### config.mk
export PLATFORM = sky130hd
export DESIGN_NAME = mlfs_ctrl
export DESIGN_NICKNAME = d
export VERILOG_FILES = /design/src/sv/mlfs_pkg.sv /design/src/sv/mlfs_ctrl.sv
export SDC_FILE = /design/constraint.sdc
export NUM_CORES = 1
export LEC_CHECK = 0
export ABC_AREA = 1
export BUFFER_PORTS_ARGS = -buffer_cell sky130_fd_sc_hd__buf_2
export CAP_MARGIN = 0
export CORE_MARGIN = 1.5
export CORE_UTILIZATION = 48
export CTS_CLUSTER_SIZE = 14
export DETAILED_ROUTE_END_ITERATION = 16
export PLACE_DENSITY = 0.85
export SYNTH_ARGS = -nofsm -noshare
export SYNTH_HDL_FRONTEND = slang
export SYNTH_SLANG_ARGS = --single-unit
### constraint.sdc
create_clock -name aclk -period 3.1 [get_ports aclk]
set_input_delay 0.155 -clock aclk [delete_from_list [all_inputs] [get_ports aclk]]
set_output_delay 0.155 -clock aclk [all_outputs]
set_load 0.05 [all_outputs]
### src/sv/mlfs_pkg.sv
// Shared types, constants and a helper function for the memory LCD framebuffer streamer.
// Used by the controller, the datapath and the top level; depends on nothing else.
package mlfs_pkg;

    // Item kinds carried on the input channel's tuser.
    typedef enum logic [1:0] {
        KIND_PIXEL   = 2'd0,
        KIND_CLEAR   = 2'd1,
        KIND_REFRESH = 2'd2,
        KIND_TICK    = 2'd3
    } kind_t;

    // Quarter-turn codes of the rotation register.
    typedef enum logic [1:0] {
        ROT_0   = 2'd0,
        ROT_90  = 2'd1,
        ROT_180 = 2'd2,
        ROT_270 = 2'd3
    } rot_t;

    // Source of the next byte on the link.
    typedef enum logic [2:0] {
        SEL_CMD_WRITE,
        SEL_CMD_CLEAR,
        SEL_LINE_NO,
        SEL_DUMMY,
        SEL_DATA
    } out_sel_t;

    localparam logic [7:0] CMD_WRITE   = 8'h80;
    localparam logic [7:0] CMD_CLEAR   = 8'h20;
    localparam logic [7:0] DUMMY_BYTE  = 8'h00;
    localparam logic [2:0] BIT_IN_BYTE = 3'b111;

    // Commands from the controller to the datapath.
    typedef struct packed {
        logic     pix_load;       // capture rotated pixel coordinates
        logic     pix_addr_load;  // form the byte address of the pixel
        logic     rd_pix;         // read the byte that holds the pixel
        logic     wr_pix;         // write back the modified byte
        logic     rd_ptr;         // read the frame byte at the store pointer
        logic     sweep_en;       // write zero at the sweep address
        logic     refresh_start;  // restart the line, byte and store counters
        logic     line_init;      // line counter to one
        logic     line_inc;
        logic     byte_clr;
        logic     byte_inc;       // also advances the store pointer
        logic     out_load;       // load the output register
        out_sel_t out_sel;
        logic     out_last;
    } ctrl_cmd_t;

    // Status from the datapath to the controller.
    typedef struct packed {
        logic pix_in_range;
        logic sweep_last;
        logic line_last;
        logic byte_last;
        logic out_free;
    } dp_status_t;

    function automatic logic [7:0] reverse8(input logic [7:0] v);
        logic [7:0] r;
        for (int i = 0; i < 8; i++) begin
            r[i] = v[7 - i];
        end
        return r;
    endfunction

endpackage

### src/sv/mlfs_ctrl.sv
// Controller for the framebuffer streamer: input handshake, store sweeps, pixel
// read-modify-write sequencing and the transfer byte sequence. Depends on mlfs_pkg.
module mlfs_ctrl (
    input  logic                 aclk,
    input  logic                 aresetn,
    input  logic                 s_tvalid,
    output logic                 s_tready,
    input  mlfs_pkg::kind_t      kind,
    input  mlfs_pkg::dp_status_t status,
    output mlfs_pkg::ctrl_cmd_t  cmd
);
    import mlfs_pkg::*;

    typedef enum logic [2:0] {
        ST_SWEEP,
        ST_IDLE,
        ST_FETCH,
        ST_PIX_ADDR,
        ST_PIX_RD,
        ST_PIX_WR
    } state_t;

    typedef enum logic [2:0] {
        PH_IDLE,
        PH_CMD,
        PH_LINE_NO,
        PH_DATA,
        PH_LINE_DUMMY,
        PH_FINAL
    } phase_t;

    state_t state_reg, state_next;
    phase_t phase_reg, phase_next;
    logic   is_clear_reg, is_clear_next;
    logic   accept;

    assign s_tready = (state_reg == ST_IDLE) && status.out_free;
    assign accept   = s_tvalid && s_tready;

    always_comb begin
        state_next    = state_reg;
        phase_next    = phase_reg;
        is_clear_next = is_clear_reg;
        cmd           = '0;
        cmd.out_sel   = SEL_DUMMY;

        case (state_reg)
            ST_SWEEP: begin
                cmd.sweep_en = 1'b1;
                if (status.sweep_last) begin
                    state_next = ST_IDLE;
                end
            end
            ST_IDLE: begin
                if (accept) begin
                    case (kind)
                        KIND_TICK: begin
                            case (phase_reg)
                                PH_CMD: begin
                                    cmd.out_load = 1'b1;
                                    if (is_clear_reg) begin
                                        cmd.out_sel = SEL_CMD_CLEAR;
                                        phase_next  = PH_FINAL;
                                    end else begin
                                        cmd.out_sel   = SEL_CMD_WRITE;
                                        cmd.line_init = 1'b1;
                                        phase_next    = PH_LINE_NO;
                                    end
                                end
                                PH_LINE_NO: begin
                                    cmd.out_load = 1'b1;
                                    cmd.out_sel  = SEL_LINE_NO;
                                    cmd.byte_clr = 1'b1;
                                    phase_next   = PH_DATA;
                                end
                                PH_DATA: begin
                                    // The byte comes from the store; ST_FETCH then loads it into the output register.
                                    cmd.rd_ptr   = 1'b1;
                                    cmd.byte_inc = 1'b1;
                                    state_next   = ST_FETCH;
                                    if (status.byte_last) begin
                                        phase_next = PH_LINE_DUMMY;
                                    end
                                end
                                PH_LINE_DUMMY: begin
                                    cmd.out_load = 1'b1;
                                    cmd.out_sel  = SEL_DUMMY;
                                    cmd.line_inc = 1'b1;
                                    phase_next   = status.line_last ? PH_FINAL : PH_LINE_NO;
                                end
                                PH_FINAL: begin
                                    cmd.out_load = 1'b1;
                                    cmd.out_sel  = SEL_DUMMY;
                                    cmd.out_last = 1'b1;
                                    phase_next   = PH_IDLE;
                                end
                                default: begin
                                    phase_next = PH_IDLE;
                                end
                            endcase
                        end
                        KIND_PIXEL: begin
                            if (phase_reg == PH_IDLE && status.pix_in_range) begin
                                cmd.pix_load = 1'b1;
                                state_next   = ST_PIX_ADDR;
                            end
                        end
                        KIND_CLEAR: begin
                            if (phase_reg == PH_IDLE) begin
                                is_clear_next = 1'b1;
                                phase_next    = PH_CMD;
                                state_next    = ST_SWEEP;
                            end
                        end
                        KIND_REFRESH: begin
                            if (phase_reg == PH_IDLE) begin
                                is_clear_next     = 1'b0;
                                cmd.refresh_start = 1'b1;
                                phase_next        = PH_CMD;
                            end
                        end
                        default: begin
                            state_next = ST_IDLE;
                        end
                    endcase
                end
            end
            ST_FETCH: begin
                cmd.out_load = 1'b1;
                cmd.out_sel  = SEL_DATA;
                state_next   = ST_IDLE;
            end
            ST_PIX_ADDR: begin
                cmd.pix_addr_load = 1'b1;
                state_next        = ST_PIX_RD;
            end
            ST_PIX_RD: begin
                cmd.rd_pix = 1'b1;
                state_next = ST_PIX_WR;
            end
            ST_PIX_WR: begin
                cmd.wr_pix = 1'b1;
                state_next = ST_IDLE;
            end
            default: begin
                state_next = ST_IDLE;
            end
        endcase
    end

    always_ff @(posedge aclk) begin
        if (!aresetn) begin
            state_reg    <= ST_SWEEP;
            phase_reg    <= PH_IDLE;
            is_clear_reg <= 1'b0;
        end else begin
            state_reg    <= state_next;
            phase_reg    <= phase_next;
            is_clear_reg <= is_clear_next;
        end
    end

endmodule

==> metrics.txt <==
vias per cell=5.44; GP Congestion=0.856; Ports=27; minimum clock period=1.81 ns; post-synthesis mux area share=0%; setup violators final=0; area share of fa/ha/maj cells after synthesis=9.55%; root buf cell=clkbuf_4; CP Max Fanout=6; worst-case clock buffer depth=2; Core Rows=14; commonest cells in the netlist=inv_1 (15), nor2_1 (15), nand3_1 (12); Worst Hold Class=in2reg; initial antenna violation count=0; R2R cell count=7; pwr/cell area=290 nW/um^2; starting density of the core=51.6%; share of cells above drive strength 1=37.0%; RSZ-0062 raised after global routing=no; Synth Flop Type=dfxtp_1; Vias=837; Syn Std Cell Area=786 um^2; Seq cells post-synth=7; Leak=0.494 nW; Synth Area in Compound Gates=7.01%; max-slew violations=0; Yosys Warn Count=0; Gate Count Post-Synth=109; Total GRT Usage=20.8%; Port Buffer Count=26; Netlist cell types=28; P&R area growth vs syn=21.5%; Max H-tree Level=1; die area=1890 um^2; NetSw=106 uW; TritonCTS Buffers=3; Required @ worst endpoint=2.94 ns; ANT nets after route=0; core area=1520 um^2; Nets=155; post-CTS setup buffers=0; crit path launch type=register; maximum VDD drop=0.189 mV; Die Wd=43.5 um; DRC viols=0; vias in the first global route=750; Routed WL=1.80 mm; internal power=171 uW; Worst-path clk slew=0.05 ns; worst slew pin tran=0.512 ns; EDFF count, synth=0; global-route wire length before repair=2.98 mm; setup TNS=0 ns; r2r setup slk=1.81 ns; Crit path arrival time=1.65 ns; DRT Pass-1 Iters=4; Clock Skews=0.00530 ns; Seq pwr share=35.6%; register area share after synthesis=17.8%; Routed WL per cell=11.7 um; Hold Buf Count CTS=0; CTS tree=built; main combinational cell family by area after synthesis=simple AND/OR/NAND/NOR gates; detailed placer's ending HPWL=1.57 mm; FMAX=0.553 GHz; combinational share of power=34.8%; Rel. slew slack=65.6%; Synth Area in XOR/XNOR=0%; post-route insts no fill=154; Synth area leader=dfxtp_1; total grt overflow=0; placed instance count=150; Net Count, Synth=125; post-synth top area share=17.8%; crit path kind=reg2out; Post-Synth Simple-Gate Area=55.1%; outcome=completed; WHS Path Cells=3; sw frac=38.3%; post-CTS sizing=0; DRT iter0 DRCs=22; final-report hold violation count=0; syn_area_per_cell=7.21 um^2; largest net degree at the start of global routing=7; Ant. Diodes=0; period utilization=58.3%; Clk pwr share=29.5%; Max Cap Violations=0; die height=43.5 um; Worst setup EP type=output port; Clock Latency Late Sink=0.25 ns; ys async rst share=0%; top cells by area, synth=dfxtp_1 (18%), ha_1 (9.6%), nand3_1 (7.6%); clk sinks=7
-- final timing paths --
kind,end,start
max,cmd[0],state_reg[2]$_SDFFE_PN0P_
min,state_reg[0]$_SDFFE_PN0P_,status[3]
max reg2reg,state_reg[0]$_SDFFE_PN0P_,phase_reg[0]$_SDFFE_PN0P_
min reg2reg,is_clear_reg$_SDFFE_PN0P_,is_clear_reg$_SDFFE_PN0P_
-- power by group through the flow --
stage	logic (mW)	registers, mW	clock network, mW
after floorplan	0.0726	0.0994	0
after global routing	0.105	0.0992	0.0920
after global placement	0.0939	0.100	0
after detailed placement	0.0965	0.101	0
final	0.0965	0.0988	0.0819
after CTS	0.0968	0.0987	0.0843
-- per-stage QoR --
stage | setup slack (ns) | util, % | area [um^2] | total power [mW] | hold slack [ns]
finish | 1.29 | 62.6 | 955 | 0.277 | 0.155
CTS | 1.29 | 62.6 | 955 | 0.280 | 0.152
detailed placement | 1.56 | 60.9 | 928 | 0.197 | 0.412
floorplan | 0.624 | - | 786 | 0.172 | 0.273
global route | 1.15 | 62.6 | 955 | 0.296 | 0.158
global placement | 1.62 | 60.9 | 928 | 0.194 | 0.412
-- worst max-delay path, cell delays in order, from the launching register on --
cell	delay (ns)
dfxtp_1	0.36
inv_2	0.12
nand2_4	0.08
nor2_8	0.15
nand3_4	0.13
nor2_4	0.14
inv_2	0.07
nor3_2	0.08
buf_2	0.27
-- cells in the final DEF, fill, tap and decap left out, drive strengths merged, types with 2 or more instances in the layout --
cell type	Yosys	final
nand3b	2	2
nand2	15	15
nand4	4	4
buf	1	26
nand3	14	14
a21oi	4	4
dfxtp	7	7
ha	6	6
nor2	20	20
nor3	9	9
inv	20	20
clkbuf	0	4
-- metal layers --
metal	track usage, %	part of all wire [%]
met5	0	0
met4	5.45	1.3
met3	5.00	4.3
met2	38.8	55
met1	23.3	39
-- cell families (layout without fill, tap and decap cells) --
group / count (synthesis) / after routing
simple gates: 66 / 66
buf+inv: 21 / 50
compound gates: 9 / 9
flops: 7 / 7
fa+ha+maj: 6 / 6
-- final cells by class --
cell class,instances,area (um^2)
timing repair buffer,26,130
inverter,20,75.1
tap,16,20.0
multi-input combinational,81,563
clock buffer,4,26.3
fill,151,569
sequential,7,140
No activity file was read; power rests on OpenSTA's default activity.
